--- src/design/wsdfr_pkg.sv ---
// Shared types and constants for the WebSocket frame deframer.
// Used by the parser, the result queue, the top level and the port checker.
package wsdfr_pkg;

    localparam int LENGTH_BITS_DEF = 32;
    localparam logic [31:0] MAX_LEN_RESET = 32'd1024;

    localparam int TDATA_W = 56;
    localparam int Q_DEPTH = 4;
    localparam int Q_PTR_W = 2;
    localparam int Q_CNT_W = 3;

    localparam logic [1:0] KIND_PAYLOAD = 2'd0;
    localparam logic [1:0] KIND_HEADER  = 2'd1;
    localparam logic [1:0] KIND_STATUS  = 2'd2;

    localparam logic [2:0] ST_OK        = 3'd0;
    localparam logic [2:0] ST_BAD_OP    = 3'd1;
    localparam logic [2:0] ST_UNMASKED  = 3'd2;
    localparam logic [2:0] ST_FRAG_CTRL = 3'd3;
    localparam logic [2:0] ST_TOO_BIG   = 3'd4;
    localparam logic [2:0] ST_TRUNC     = 3'd5;
    localparam logic [2:0] ST_CLOSE     = 3'd6;

    localparam logic [3:0] OP_PING  = 4'h9;
    localparam logic [3:0] OP_CLOSE = 4'h8;
    localparam logic [3:0] OP_PONG  = 4'hA;
    localparam logic [3:0] OP_FIRST_CTRL_RANGE = 4'h3;

    typedef struct packed {
        logic [1:0]  kind;
        logic [7:0]  data_byte;
        logic        fin_flag;
        logic [3:0]  frame_opcode;
        logic        masked_flag;
        logic [31:0] payload_length;
        logic [2:0]  status;
        logic        last_of_run;
    } result_t;

    typedef struct packed {
        logic [1:0] cnt;
        result_t    r0;
        result_t    r1;
    } push_t;

endpackage

--- src/design/wsdfr_parser.sv ---
// Frame header parser, payload unmasking and status decision for one byte per beat.
// Depends on wsdfr_pkg; produces up to two result records per accepted byte.
module wsdfr_parser
    import wsdfr_pkg::*;
#(
    parameter int LENGTH_BITS = LENGTH_BITS_DEF
) (
    input  logic        aclk,
    input  logic        aresetn,
    input  logic        cfg_wr_en,
    input  logic [31:0] cfg_wr_data,
    input  logic        in_fire,
    input  logic [7:0]  in_byte,
    input  logic        in_eob,
    output push_t       push
);

    localparam logic [2:0] PH_FIRST   = 3'd0;
    localparam logic [2:0] PH_SECOND  = 3'd1;
    localparam logic [2:0] PH_EXT16   = 3'd2;
    localparam logic [2:0] PH_EXT64   = 3'd3;
    localparam logic [2:0] PH_KEY     = 3'd4;
    localparam logic [2:0] PH_PAYLOAD = 3'd5;
    localparam logic [2:0] PH_DONE    = 3'd6;

    localparam logic [6:0] LEN7_EXT16 = 7'd126;
    localparam logic [6:0] LEN7_EXT64 = 7'd127;
    localparam logic [3:0] EXT16_BYTES = 4'd2;
    localparam logic [3:0] EXT64_BYTES = 4'd8;
    localparam logic [3:0] KEY_BYTES   = 4'd4;
    localparam int CMP_W = (LENGTH_BITS > 32) ? LENGTH_BITS : 32;

    logic [31:0]            max_len_reg;
    logic [2:0]             phase_reg,  phase_next;
    logic [3:0]             hcnt_reg,   hcnt_next;
    logic                   fin_reg,    fin_next;
    logic [3:0]             op_reg,     op_next;
    logic                   mask_reg,   mask_next;
    logic [LENGTH_BITS-1:0] len_reg,    len_next;
    logic [31:0]            key_reg,    key_next;
    logic [1:0]             kpos_reg,   kpos_next;
    logic [LENGTH_BITS-1:0] rem_reg,    rem_next;

    logic                   hdr_done;
    logic                   pay_out;
    logic [7:0]             pay_byte;
    logic [7:0]             key_byte;
    logic [LENGTH_BITS-1:0] rem_dec;
    logic [CMP_W-1:0]       len_ext;
    logic [31:0]            len_clip;
    logic [2:0]             status_val;
    result_t                base, rec_a, rec_s;

    always_comb begin
        phase_next = phase_reg;
        hcnt_next  = hcnt_reg;
        fin_next   = fin_reg;
        op_next    = op_reg;
        mask_next  = mask_reg;
        len_next   = len_reg;
        key_next   = key_reg;
        kpos_next  = kpos_reg;
        rem_next   = rem_reg;
        hdr_done   = 1'b0;
        pay_out    = 1'b0;
        rem_dec    = rem_reg - LENGTH_BITS'(1);

        case (kpos_reg)
            2'd0:    key_byte = key_reg[31:24];
            2'd1:    key_byte = key_reg[23:16];
            2'd2:    key_byte = key_reg[15:8];
            default: key_byte = key_reg[7:0];
        endcase
        pay_byte = in_byte ^ key_byte;

        unique case (phase_reg)
            PH_FIRST: begin
                fin_next   = in_byte[7];
                op_next    = in_byte[3:0];
                phase_next = PH_SECOND;
            end
            PH_SECOND: begin
                mask_next = in_byte[7];
                len_next  = LENGTH_BITS'(in_byte[6:0]);
                hcnt_next = '0;
                rem_next  = '0;
                if (in_byte[6:0] == LEN7_EXT16) begin
                    phase_next = PH_EXT16;
                end else if (in_byte[6:0] == LEN7_EXT64) begin
                    phase_next = PH_EXT64;
                end else if (in_byte[7]) begin
                    phase_next = PH_KEY;
                end else begin
                    rem_next   = LENGTH_BITS'(in_byte[6:0]);
                    phase_next = (in_byte[6:0] != '0) ? PH_PAYLOAD : PH_DONE;
                    hdr_done   = 1'b1;
                end
            end
            PH_EXT16, PH_EXT64: begin
                if (rem_reg[LENGTH_BITS-1 -: 8] != '0) begin
                    rem_next = '1;
                end else begin
                    rem_next = {rem_reg[LENGTH_BITS-9:0], in_byte};
                end
                hcnt_next = hcnt_reg + 4'd1;
                if (hcnt_next >= ((phase_reg == PH_EXT16) ? EXT16_BYTES : EXT64_BYTES)) begin
                    len_next  = rem_next;
                    hcnt_next = '0;
                    if (mask_reg) begin
                        phase_next = PH_KEY;
                    end else begin
                        phase_next = (rem_next != '0) ? PH_PAYLOAD : PH_DONE;
                        hdr_done   = 1'b1;
                    end
                end
            end
            PH_KEY: begin
                key_next  = {key_reg[23:0], in_byte};
                hcnt_next = hcnt_reg + 4'd1;
                if (hcnt_next >= KEY_BYTES) begin
                    hcnt_next  = '0;
                    kpos_next  = '0;
                    rem_next   = len_reg;
                    phase_next = (len_reg != '0) ? PH_PAYLOAD : PH_DONE;
                    hdr_done   = 1'b1;
                end
            end
            PH_PAYLOAD: begin
                pay_out   = 1'b1;
                kpos_next = kpos_reg + 2'd1;
                rem_next  = rem_dec;
                if (rem_dec == '0) begin
                    phase_next = PH_DONE;
                end
            end
            default: begin
            end
        endcase
    end

    always_comb begin
        len_ext  = CMP_W'(len_next);
        len_clip = (len_ext > CMP_W'(32'hFFFF_FFFF)) ? 32'hFFFF_FFFF : len_ext[31:0];

        if (op_next == OP_CLOSE) begin
            status_val = ST_CLOSE;
        end else if (op_next >= OP_FIRST_CTRL_RANGE && op_next != OP_PONG) begin
            status_val = ST_BAD_OP;
        end else if (!mask_next) begin
            status_val = ST_UNMASKED;
        end else if (!fin_next && op_next >= OP_CLOSE && op_next <= OP_PONG) begin
            status_val = ST_FRAG_CTRL;
        end else if (len_ext > CMP_W'(max_len_reg)) begin
            status_val = ST_TOO_BIG;
        end else if (phase_next != PH_DONE) begin
            status_val = ST_TRUNC;
        end else begin
            status_val = ST_OK;
        end

        base.kind           = KIND_PAYLOAD;
        base.data_byte      = '0;
        base.fin_flag       = fin_next;
        base.frame_opcode   = op_next;
        base.masked_flag    = mask_next;
        base.payload_length = len_clip;
        base.status         = ST_OK;
        base.last_of_run    = 1'b0;

        rec_a = base;
        if (pay_out) begin
            rec_a.data_byte = pay_byte;
        end else begin
            rec_a.kind = KIND_HEADER;
        end
        rec_a.last_of_run = !in_eob;

        rec_s             = base;
        rec_s.kind        = KIND_STATUS;
        rec_s.status      = status_val;
        rec_s.last_of_run = 1'b1;

        push.r1 = rec_s;
        if (pay_out || hdr_done) begin
            push.r0  = rec_a;
            push.cnt = in_eob ? 2'd2 : 2'd1;
        end else begin
            push.r0  = rec_s;
            push.cnt = in_eob ? 2'd1 : 2'd0;
        end
        if (!in_fire) begin
            push.cnt = 2'd0;
        end
    end

    always_ff @(posedge aclk) begin
        if (!aresetn) begin
            max_len_reg <= MAX_LEN_RESET;
        end else if (cfg_wr_en) begin
            max_len_reg <= cfg_wr_data;
        end
    end

    always_ff @(posedge aclk) begin
        if (!aresetn || (in_fire && in_eob)) begin
            phase_reg <= PH_FIRST;
            hcnt_reg  <= '0;
            fin_reg   <= 1'b0;
            op_reg    <= '0;
            mask_reg  <= 1'b0;
            len_reg   <= '0;
            key_reg   <= '0;
            kpos_reg  <= '0;
            rem_reg   <= '0;
        end else if (in_fire) begin
            phase_reg <= phase_next;
            hcnt_reg  <= hcnt_next;
            fin_reg   <= fin_next;
            op_reg    <= op_next;
            mask_reg  <= mask_next;
            len_reg   <= len_next;
            key_reg   <= key_next;
            kpos_reg  <= kpos_next;
            rem_reg   <= rem_next;
        end
    end

endmodule

--- src/design/wsdfr_outq.sv ---
// Four-entry result queue: takes up to two records per cycle, gives one beat out.
// Depends on wsdfr_pkg for the record and push types.
module wsdfr_outq
    import wsdfr_pkg::*;
(
    input  logic    aclk,
    input  logic    aresetn,
    input  push_t   push,
    output logic    room,
    output logic    out_valid,
    input  logic    out_ready,
    output result_t out_rec
);

    result_t              entry_mem [Q_DEPTH];
    logic [Q_PTR_W-1:0]   wr_ptr_reg;
    logic [Q_PTR_W-1:0]   rd_ptr_reg;
    logic [Q_CNT_W-1:0]   count_reg, count_next;
    logic                 pop;

    assign out_valid = (count_reg != '0);
    assign out_rec   = entry_mem[rd_ptr_reg];
    assign pop       = out_valid && out_ready;
    assign room      = (count_reg <= Q_CNT_W'(Q_DEPTH - 2));

    always_comb begin
        count_next = count_reg + Q_CNT_W'(push.cnt) - Q_CNT_W'(pop);
    end

    always_ff @(posedge aclk) begin
        if (push.cnt != 2'd0) begin
            entry_mem[wr_ptr_reg] <= push.r0;
        end
        if (push.cnt == 2'd2) begin
            entry_mem[wr_ptr_reg + Q_PTR_W'(1)] <= push.r1;
        end
    end

    always_ff @(posedge aclk) begin
        if (!aresetn) begin
            wr_ptr_reg <= '0;
            rd_ptr_reg <= '0;
            count_reg  <= '0;
        end else begin
            wr_ptr_reg <= wr_ptr_reg + Q_PTR_W'(push.cnt);
            rd_ptr_reg <= rd_ptr_reg + Q_PTR_W'(pop);
            count_reg  <= count_next;
        end
    end

endmodule

--- src/design/websocket_frame_deframer_core.sv ---
// WebSocket frame deframer top level: byte stream in, header, payload and status beats out.
// Depends on wsdfr_pkg, wsdfr_parser and wsdfr_outq.
//
// Takes one received byte per clock (s_tlast marks the last byte of a buffer) and parses one
// frame per buffer. Each accepted byte gives zero, one or two result beats, registered into
// the result queue: a header record when the header completes, one unmasked byte per payload
// byte, and a status beat on the buffer's last byte. Results go through a four-entry queue;
// s_tready drops while it holds three or more. The rate is one byte per cycle while m_tready
// stays high and no buffer end adds a second record. max_payload_length resets to 1024; the
// user must write it through cfg_wr_en and cfg_wr_data while the block is idle (not enforced).
module websocket_frame_deframer_core
    import wsdfr_pkg::*;
#(
    parameter int LENGTH_BITS = LENGTH_BITS_DEF
) (
    input  logic               aclk,
    input  logic               aresetn,
    input  logic               cfg_wr_en,
    input  logic [31:0]        cfg_wr_data,
    input  logic               s_tvalid,
    output logic               s_tready,
    input  logic [7:0]         s_tdata,   // [7:0] in_byte
    input  logic               s_tlast,   // end_of_buffer
    output logic               m_tvalid,
    input  logic               m_tready,
    output logic [TDATA_W-1:0] m_tdata,   // [7:0] data_byte, [8] fin_flag, [12:9] frame_opcode,
                                          // [13] masked_flag, [45:14] payload_length,
                                          // [48:46] status, [55:49] zero
    output logic [1:0]         m_tuser,   // kind
    output logic               m_tlast    // last_of_run
);

    logic    run_reg;
    logic    room;
    logic    in_fire;
    push_t   push;
    result_t out_rec;

    always_ff @(posedge aclk) begin
        if (!aresetn) begin
            run_reg <= 1'b0;
        end else begin
            run_reg <= 1'b1;
        end
    end

    assign s_tready = run_reg && room;
    assign in_fire  = s_tvalid && s_tready;

    wsdfr_parser #(
        .LENGTH_BITS (LENGTH_BITS)
    ) u_parser (
        .aclk        (aclk),
        .aresetn     (aresetn),
        .cfg_wr_en   (cfg_wr_en),
        .cfg_wr_data (cfg_wr_data),
        .in_fire     (in_fire),
        .in_byte     (s_tdata),
        .in_eob      (s_tlast),
        .push        (push)
    );

    wsdfr_outq u_outq (
        .aclk      (aclk),
        .aresetn   (aresetn),
        .push      (push),
        .room      (room),
        .out_valid (m_tvalid),
        .out_ready (m_tready),
        .out_rec   (out_rec)
    );

    assign m_tdata = {7'd0, out_rec.status, out_rec.payload_length, out_rec.masked_flag,
                      out_rec.frame_opcode, out_rec.fin_flag, out_rec.data_byte};
    assign m_tuser = out_rec.kind;
    assign m_tlast = out_rec.last_of_run;

endmodule

--- config.mk ---
export PLATFORM = sky130hd
export DESIGN_NAME = websocket_frame_deframer_core
export DESIGN_NICKNAME = d
export VERILOG_FILES = /design/src/design/wsdfr_pkg.sv /design/src/design/wsdfr_parser.sv /design/src/design/wsdfr_outq.sv /design/src/design/websocket_frame_deframer_core.sv
export SDC_FILE = /design/constraint.sdc
export NUM_CORES = 1
export LEC_CHECK = 0
export ABC_AREA = 1
export ABC_CLOCK_PERIOD_IN_PS = 4000
export BUFFER_PORTS_ARGS = -buffer_cell sky130_fd_sc_hd__buf_2
export CAP_MARGIN = 25
export CORE_MARGIN = 1.5
export CORE_UTILIZATION = 35
export DETAILED_ROUTE_END_ITERATION = 10
export SLEW_MARGIN = 20
export SYNTH_ARGS = -nofsm -noshare
export SYNTH_HDL_FRONTEND = slang
export SYNTH_SLANG_ARGS = --single-unit
--- constraint.sdc ---
create_clock -name aclk -period 4 [get_ports aclk]
set_input_delay 0.4 -clock aclk [delete_from_list [all_inputs] [get_ports aclk]]
set_output_delay 0.4 -clock aclk [all_outputs]
set_load 0.05 [all_outputs]
==> run metrics, run 1 <==
max FFs per register 208; DRC viols 0; CP max stage delay roughly 0.35 ns; setup slack, reg-to-reg about 0.16 ns; Final nets approximately 2500; layout cells sized above 1 0.131; pwr dens roughly 550 mW/mm2; CP delay by family, top compound AO/OA/AOI/OAI gates; Root Driver clkbuf_16; Hold WC Path Type in -> reg; CTS Buf Count 39; Tcrit/Tclk final 0.960; Routed Antenna Nets 0; area grow syn2layout 16.8%; Die H ~230 um; clk buf depth 3; sequential area share after synthesis 0.485; CP Depth 24; Final setup viols 0; fmax about 260 MHz; Die X-Extent between 200 and 250 um; Distinct cells, synth 54; CTS tree built; Antenna Cells 0; Pins Over Slew Limit 0; max_slew headroom 0.349; status finished clean; design area around 0.021 mm2; Worst setup SP type register; Clock Skew roughly 0.013 ns; Leak a little over 8 nW; WS Path Type reg -> reg; Crit-path slowest cell dfxtp_2; Post-DP HPWL slightly above 40000 um; ranking of synthesized cells by area edfxtp_1, dfxtp_1, nor2_1; pre-CTS setup slack -0.0692 ns; Worst EP required 4.29 ns; RSZ-0062 raised after global routing yes; Final min period 3.84 ns; Initial DRC Count around 1500; GRT Total Usage 0.220; syn avg cell area 7.88 um2; Post-synth EDFFs around 160; register bit count reported by yosys around 360; drt first pass iters 6; GRT overflow 0; Filler cells approximately 5100; commonest non-fill, non-tap cells in the layout nor2_1, nand2_1, o21ai_0; post-placement cell area 0.0197 mm2; core area roughly 0.051 mm2; Yosys warning count 0; Final WS setup about 0.16 ns; area leader, netlist edfxtp_1; share of the synthesized area in the top cell type 0.271; Tightest Pin Transition ~0.98 ns; Worst Path Arrival 4.13 ns; H-tree depth 2; asr flop ratio synth 0; Crit path top cell by count nand2_1; vias between 15000 and 20000; Crit Path Max Fanout 5; row cnt slightly above 80; Starting Density 0.355; Max-Cap Viols 0; CTS clk-pin slew, worst paths about 0.060 ns; initial antenna violation count 4; largest net degree at the start of global routing 73; routed vias/inst ~5.3; vias in the first global route around 16000; boundary pin count 107; IO Port Bufs ~100; total power roughly 0.012 W; final WL between 50000 and 60000 um; Netlist Area Pre-Place between 0.015 and 0.02 mm2; CP cell instances ha_1 -> inv_1 -> ha_1 -> nand4_1 -> nand3_4 -> inv_2 -> nand2_4 -> inv_2 -> o32ai_2 -> buf_4 -> inv_1 -> ha_1 -> nand2_1 -> o21a_1 -> o221ai_1 -> nor2_1 -> a21boi_2 -> a21oi_2 -> o21bai_1 -> nand2_1 -> nand2_1 -> nand2_1 -> nand2_2 -> nor2_1; worst reg-to-reg path cell count 24; post-synthesis cell count around 2300; first-pass GRT wire length ~90000 um; total die area 0.0533 mm2; clock sinks about 360; CP bufs+invs 5; clk_lat worst skew approximately 0.56 ns; Top FF cell, synth dfxtp_1; routed len/inst about 19 um; commonest non-fill, non-tap cell in the layout nor2_1; CP endpoint kind register; Biggest register u_outq.entry_mem; gpl congestion 0.924; final count of hold timing violations 0; hold path depth 3; Max IR drop VDD between 0.2 and 0.3 mV
==> power by group <==
group / switching (W) / internal [W] / total [W]
Clock: 0.00153 / 0.00214 / 0.00367
Sequential: 0.000140 / 0.00401 / 0.00415
Combinational: 0.00288 / 0.000987 / 0.00387
==> cells by family (layout without fill, tap and decap cells) <==
family / after synthesis / count (layout) / synth area share
other: 1 / 7 / 0.000206
adder cells (fa/ha/maj): 48 / 48 / 0.0334
AND/OR/NAND/NOR: 882 / 882 / 0.195
AO/OA/AOI/OAI: 631 / 631 / 0.200
flip-flops: 359 / 359 / 0.485
XOR/XNOR: 10 / 10 / 0.00481
buffers and inverters: 378 / 497 / 0.0809
==> tightest hold or removal path, delay by kind of cell <==
| kind | cells | cell delay, ns |
|---|---|---|
| AOI/OAI and AO/OA | 2 | 0.11 |
| buffers and inverters | 1 | 0.08 |
==> area by class of cell <==
type                            count  area (um2)  share of cell area
Clock buffer                       59        1200              0.0564
Timing Repair Buffer              179        1230              0.0581
Clock inverter                     12         103             0.00483
Multi-Input combinational cell   1578        8100               0.381
Sequential cell                   359        8830               0.416
Tap cell                          680         851              0.0401
Inverter                          247         927              0.0436
==> path summary, 6_finish.rpt <==
path | startpoint | endpoint
setup reg to reg | u_parser.hcnt_reg[0] | u_outq.entry_mem[0][1]
hold / removal | cfg_wr_data[10] | u_parser.max_len_reg[10]
hold reg to reg | u_outq.entry_mem[0][51] | u_outq.entry_mem[0][51]
setup / recovery | u_parser.hcnt_reg[0] | u_outq.entry_mem[0][1]
==> synthesized netlist by cell type, drive strengths merged, types with 5 or more instances <==
cell / instances
a211oi: 9
a21oi: 201
a22o: 34
a22oi: 13
a31oi: 18
a32o: 8
buf: 36
clkbuf: 95
dfxtp: 195
edfxtp: 164
ha: 47
inv: 243
nand2: 350
nand3: 44
nand4: 14
nor2: 444
nor3: 16
nor4: 10
o21ai: 246
o22ai: 74
o32ai: 7
xnor2: 5
xor2: 5
==> per-stage QoR <==
step	std cells	util	TNS, ns	hold slack (ns)
floorplan	2315	-	0	0.422
global placement	3040	0.385	0	0.442
detailed placement	3040	0.385	-0.328	0.440
CTS	3111	0.410	0	0.0382
global route	3114	0.414	-0.00891	0.0684
finish	3114	0.414	0	0.0697
==> routing by layer <==
metal  part of all wire  track usage
met5            0.00052            0
met4              0.026       0.0727
met3              0.073       0.0399
met2               0.45        0.340
met1               0.45        0.309
==> timing repair <==
action                     in CTS  in global routing
pin swaps                       0                  3
cloned                          0                  1
hold buffers                    0                  0
resized for setup               4                 31
setup endpoints to repair       9                360
setup buffers                   0                  2
Power figures use the tool's default switching activity.
==> inputs of run 2 (changes only) <==
- BUFFER_PORTS_ARGS: -buffer_cell sky130_fd_sc_hd__buf_2 -> -buffer_cell sky130_fd_sc_hd__buf_4
==> run metrics, run 2 (synthesized netlist as in run 1, its figures left out) <==
Cells after DPL 3042 (was 3040); H-tree depth 2 (unchanged); max_slew headroom 0.371 (was 0.349); Tcrit/Tclk final 0.944 (was 0.960); gpl congestion 0.930 (was 0.924); clk buf depth 3 (unchanged); final WL 60100 um (was 59500 um); Layout Cells excl Fill 3120 (was 3114); Tightest Pin Transition 0.942 ns (was 0.976 ns); clock sinks 359 (unchanged); Hold WC Path Type in -> reg (unchanged); Worst Path Arrival 4.08 ns (was 4.13 ns); Max-Cap Viols 0 (unchanged); vias 16490 (was 16501); setup slack, reg-to-reg 0.22 ns (was 0.16 ns); routed len/inst 19.3 um (was 19.1 um); GRT overflow 0 (unchanged); Die H 231 um (unchanged); Final nets 2503 (was 2498); Die X-Extent 231 um (unchanged); initial antenna violation count 0 (was 4); first-pass GRT wire length 91400 um (was 91000 um); max FFs per register 208 (unchanged); routed vias/inst 5.29 (was 5.30); WS Path Type reg -> reg (unchanged); Crit Path Max Fanout 28 (was 5); Crit path top cell by count ha_1 (was nand2_1); pre-CTS setup slack -0.0585 ns (was -0.0692 ns); CTS clk-pin slew, worst paths 0.06 ns (about the same); vias in the first global route 15699 (was 15509); commonest non-fill, non-tap cells in the layout nor2_1, nand2_1, o21ai_0 (unchanged); final count of hold timing violations 0 (unchanged); Final WS setup 0.224 ns (was 0.159 ns); hold path depth 3 (unchanged); Final Util 0.422 (was 0.414); worst hold endpoint u_parser.max_len_reg[0] (was u_parser.max_len_reg[10]); IO Port Bufs 99 (unchanged); Antenna Cells 0 (unchanged); Max IR drop VDD 0.271 mV (was 0.258 mV); clk_lat worst skew 0.56 ns (about the same); Worst setup SP type register (unchanged); CP max stage delay 0.34 ns (was 0.35 ns); CTS tree built (unchanged); Pins Over Slew Limit 0 (unchanged); Post-DP HPWL 42100 um (was 41400 um); CP endpoint kind register (unchanged); Clock Skew 0.0128 ns (was 0.0126 ns); largest net degree at the start of global routing 68 (was 73); fmax 265 MHz (was 260 MHz); CTS Buf Count 40 (was 39); Final min period 3.78 ns (was 3.84 ns); Leak 8.36 nW (was 8.21 nW); core area 0.0513 mm2 (unchanged); Worst EP required 4.31 ns (was 4.29 ns); CP cell instances ha_1 -> inv_1 -> ha_1 -> nand4_1 -> nand3_2 -> buf_6 -> buf_12 -> nor2_1 -> a31oi_1 -> ha_1 -> a21oi_1 -> o21a_1 -> o221ai_1 -> nor2_1 -> a21boi_1 -> a21oi_2 -> buf_4 -> o31ai_4 -> a21oi_1 (was ha_1 -> inv_1 -> ha_1 -> nand4_1 -> nand3_4 -> inv_2 -> nand2_4 -> inv_2 -> o32ai_2 -> buf_4 -> inv_1 -> ha_1 -> nand2_1 -> o21a_1 -> o221ai_1 -> nor2_1 -> a21boi_2 -> a21oi_2 -> o21bai_1 -> nand2_1 -> nand2_1 -> nand2_1 -> nand2_2 -> nor2_1); Hold Startpoint cfg_wr_data[0] (was cfg_wr_data[10]); total die area 0.0533 mm2 (unchanged); DRC viols 0 (unchanged); Initial DRC Count 1637 (was 1476); worst r2r src u_parser.hcnt_reg[0] (unchanged); endpoint of the worst register-to-register path u_outq.entry_mem[0][3] (was u_outq.entry_mem[0][1]); Min Hold Slack 0.0665 ns (was 0.0697 ns); Root Driver clkbuf_16 (unchanged); row cnt 83 (unchanged); pwr dens 560 mW/mm2 (was 551 mW/mm2); worst reg-to-reg path cell count 19 (was 24); Starting Density 0.355 (unchanged); Crit-path slowest cell dfxtp_2 (unchanged); boundary pin count 107 (unchanged); total negative slack 0 ns (unchanged); area grow syn2layout 18.9% (was 16.8%); layout cells sized above 1 0.132 (was 0.131); drt first pass iters 6 (unchanged); Routed Antenna Nets 0 (unchanged); commonest non-fill, non-tap cell in the layout nor2_1 (unchanged); Biggest register u_outq.entry_mem (unchanged); Final setup viols 0 (unchanged); status finished clean (unchanged); GRT Total Usage 0.222 (was 0.220)
[run 2: cell types whose count changed in the layout (fill, tap and decap cells not counted), sizes merged]
cell | before | now
clkinvlp | 1 | 3
buf | 178 | 182
clkinv | 11 | 10
clkbuf | 60 | 55
bufinv | 1 | 6
inv | 246 | 247
[run 2: through the flow]
step / total power (W) / cell area (um2)
3_3_place_gp: 0.00813 / 20000
3_5_place_dp: 0.00816 / 20000
6_report: 0.0121 / 21600
5_1_grt: 0.0127 / 21600
4_1_cts: 0.0121 / 21400
2_1_floorplan: 0.00683 / 18200
[run 2: final cells by class]
cell class / instances / area (um2)
flip-flops and latches: 359 / 8830
clock buffers: 54 / 1120
well taps: 680 / 851
repair buffers: 183 / 1520
inverters: 247 / 931
multi-input cells: 1578 / 8100
fillers: 5151 / 29700
clock inverters: 19 / 264
[run 2: repair_timing]
action,in CTS,in global routing
endpoints found under the setup margin,9,187
pin swaps,0,2
resized for setup,6,30
cloned,0,1
setup buffers,0,4
hold buffers,0,0
[run 2: worst max-delay path, delay by kind of cell (launching register included)]
kind	cells	cell delay (ns)
AOI/OAI and AO/OA	8	1.34
and+or+nand+nor	4	0.41
buffers and inverters	4	0.55
DFF	1	0.34
adders and majority gates	3	0.86
[run 2: worst max path at each step]
stage | to | cells past startpoint | slack (ns) | start
2_1_floorplan | u_outq.entry_mem[3][26] | 22 | 0.002 | u_parser.hcnt_reg[0]
3_3_place_gp | u_outq.entry_mem[0][1] | 23 | -0.02 | u_parser.hcnt_reg[0]
3_5_place_dp | u_outq.entry_mem[3][1] | 23 | -0.06 | u_parser.hcnt_reg[0]
4_1_cts | u_outq.entry_mem[0][3] | 23 | 0.01 | u_parser.hcnt_reg[0]
5_1_grt | u_outq.count_reg[2] | 24 | -0.002 | u_parser.hcnt_reg[0]
6_report | u_outq.entry_mem[0][3] | 19 | 0.22 | u_parser.hcnt_reg[0]
[run 2: per-layer routing]
metal | GRT usage | vias up | part of all wire
met5 | 0 | - | 0
met4 | 0.0672 | 0 | 0.026
met3 | 0.0398 | 88 | 0.077
met2 | 0.347 | 628 | 0.45
met1 | 0.311 | 7801 | 0.45
li1 | - | 7973 | -
[run 2: power breakdown]
| part | internal [W] | switching (W) | total [W] | leakage (nW) |
|---|---|---|---|---|
| Clock | 0.00237 | 0.00157 | 0.00394 | 0.680 |
| Combinational | 0.00112 | 0.00287 | 0.00399 | 4.64 |
| Sequential | 0.00401 | 0.000166 | 0.00418 | 3.04 |
| Total | 0.00750 | 0.00461 | 0.0121 | 8.36 |
==> inputs of run 3 (changes only) <==
- BUFFER_PORTS_ARGS: -buffer_cell sky130_fd_sc_hd__buf_4 -> -buffer_cell sky130_fd_sc_hd__clkbuf_2
==> run metrics, run 3 (synthesized netlist as in run 1, its figures left out) <==
Tcrit/Tclk final 0.943 (was 0.944); clk_lat worst skew 0.57 ns (was 0.56 ns); clock network fraction of design power 0.324 (was 0.326); IO Port Bufs 99 (unchanged); worst hold endpoint u_parser.max_len_reg[10] (was u_parser.max_len_reg[0]); Die X-Extent 231 um (unchanged); Hold Startpoint cfg_wr_data[10] (was cfg_wr_data[0]); Routed Antenna Nets 0 (unchanged); Hold WC Path Type in -> reg (unchanged); core area 0.0513 mm2 (unchanged); vias in the first global route 15437 (was 15699); Root Driver clkbuf_16 (unchanged); met1 WL 27200 um (was 27100 um); status finished clean (unchanged); pre-CTS setup slack -0.114 ns (was -0.0585 ns); drt first pass iters 5 (was 6); max FFs per register 208 (unchanged); Gate power share 0.326 (was 0.330); CP endpoint kind register (unchanged); Max-Cap Viols 0 (unchanged); H-tree depth 2 (unchanged); Starting Density 0.355 (unchanged); Leak 8.30 nW (was 8.36 nW); CTS tree built (unchanged); P_int 0.00728 W (was 0.00750 W); Biggest register u_outq.entry_mem (unchanged); routed wl met2 26900 um (about the same); Antenna Cells 0 (unchanged); Die H 231 um (unchanged); routed vias/inst 5.30 (was 5.29); first-pass GRT wire length 90400 um (was 91400 um); Worst EP required 4.31 ns (about the same); Layout Cells excl Fill 3119 (was 3120); largest net degree at the start of global routing 68 (unchanged); Final WS setup 0.227 ns (was 0.224 ns); commonest non-fill, non-tap cells in the layout nor2_1, nand2_1, o21ai_0 (unchanged); max_slew headroom 0.333 (was 0.371); area grow syn2layout 17.8% (was 18.9%); Top Metal Used met4 (unchanged); Cells after DPL 3038 (was 3042); DRC viols 0 (unchanged); commonest non-fill, non-tap cell in the layout nor2_1 (unchanged); Reg power frac 0.350 (was 0.345); row cnt 83 (unchanged); setup slack, reg-to-reg 0.23 ns (was 0.22 ns); Post-DP HPWL 40800 um (was 42100 um); CTS Buf Count 40 (unchanged); worst reg-to-reg path cell count 26 (was 19); final count of hold timing violations 0 (unchanged); final WL 59800 um (was 60100 um); Tightest Pin Transition 1.00 ns (was 0.942 ns); CTS clk-pin slew, worst paths 0.06 ns (about the same); Crit Path Max Fanout 5 (was 28); hold path depth 3 (unchanged); worst r2r src u_parser.hcnt_reg[0] (unchanged); Initial DRC Count 1529 (was 1637); clk buf depth 3 (unchanged); Post-CTS Hold Buffers 0 (unchanged); fmax 265 MHz (about the same); pwr dens 554 mW/mm2 (was 560 mW/mm2); Routed met3 length 4290 um (was 4620 um); Clock Skew 0.0210 ns (was 0.0128 ns); boundary pin count 107 (unchanged); vias 16534 (was 16490); initial antenna violation count 0 (unchanged); GRT Total Usage 0.218 (was 0.222); WS Path Type reg -> reg (unchanged); clock sinks 359 (unchanged); NetSw 0.00459 W (was 0.00461 W); endpoint of the worst register-to-register path u_outq.entry_mem[2][1] (was u_outq.entry_mem[0][3]); total die area 0.0533 mm2 (unchanged); switch share 0.387 (was 0.380); Final setup viols 0 (unchanged); gpl congestion 0.899 (was 0.930); Final nets 2501 (was 2503); Final min period 3.77 ns (was 3.78 ns); Pins Over Slew Limit 0 (unchanged); Max IR drop VDD 0.281 mV (was 0.271 mV); GRT overflow 0 (unchanged); Worst setup SP type register (unchanged); Worst Path Arrival 4.08 ns (about the same); routed len/inst 19.2 um (was 19.3 um); layout cells sized above 1 0.137 (was 0.132)
[run 3: worst max-delay path by stage]
| stage | start | depth (start not counted) | end |
|---|---|---|---|
| floorplan | u_parser.hcnt_reg[0] | 22 | u_outq.entry_mem[3][26] |
| global placement | u_parser.hcnt_reg[0] | 25 | u_outq.entry_mem[0][1] |
| detailed placement | u_parser.hcnt_reg[0] | 25 | u_outq.entry_mem[0][1] |
| CTS | u_parser.hcnt_reg[0] | 19 | u_outq.entry_mem[2][3] |
| global route | u_parser.hcnt_reg[0] | 22 | u_outq.entry_mem[1][44] |
| finish | u_parser.hcnt_reg[0] | 26 | u_outq.entry_mem[2][1] |
[run 3: metrics by stage]
step	hold WS [ns]	TNS, ns	util	power (W)	instance area (um2)
6_report	0.0686	0	0.418	0.0119	21400
2_1_floorplan	0.422	0	-	0.00683	18200
5_1_grt	0.0653	-0.361	0.418	0.0124	21400
4_1_cts	0.0556	0	0.412	0.0118	21100
3_3_place_gp	0.437	-0.233	0.384	0.00795	19700
3_5_place_dp	0.436	-0.644	0.384	0.00799	19700
[run 3: worst max-delay path, cell delays in order (launching register included)]
cell	delay, ns
dfxtp_4	0.38
nand3_2	0.09
xnor2_2	0.16
ha_1	0.31
nand4_1	0.15
nand3_4	0.15
inv_4	0.06
nand2_4	0.10
inv_4	0.06
buf_6	0.14
o32ai_4	0.28
inv_2	0.07
ha_4	0.27
nand2_1	0.05
inv_2	0.06
nand2_1	0.06
a31o_2	0.24
o211a_1	0.11
nand2_1	0.07
a21boi_2	0.05
a21oi_2	0.15
o21bai_1	0.14
nand2_1	0.07
nand2_1	0.06
nand2_1	0.06
nand2_2	0.10
nor2_1	0.06
[run 3: power by group through the flow]
stage                     sequential, W  combinational, W  clock, W
after floorplan                 0.00417           0.00266         0
after global placement          0.00422           0.00374         0
after detailed placement        0.00422           0.00377         0
after CTS                       0.00414           0.00379   0.00391
after global routing            0.00417           0.00419   0.00407
final                           0.00415           0.00387   0.00385
[run 3: final cells by class]
| class | count | area [um2] |
|---|---|---|
| Inverter | 247 | 936 |
| Multi-Input combinational cell | 1578 | 8140 |
| Tap cell | 680 | 851 |
| Clock inverter | 12 | 133 |
| Fill cell | 5216 | 29900 |
| Sequential cell | 359 | 8840 |
| Timing Repair Buffer | 181 | 1290 |
| Clock buffer | 62 | 1250 |
[run 3: what timing repair did]
item / 4_1_cts / 5_1_grt
setup endpoints to repair: 29 / 361
gates resized for setup: 7 / 47
cloned: 0 / 4
pin swaps: 1 / 9
buffers inserted: 0 / 3
[run 3: per-layer routing]
metal  global-route usage  up-vias
li1                     -     7986
met1                0.310     7876
met2                0.339      592
met3               0.0375       80
met4               0.0596        0
met5                    0        -
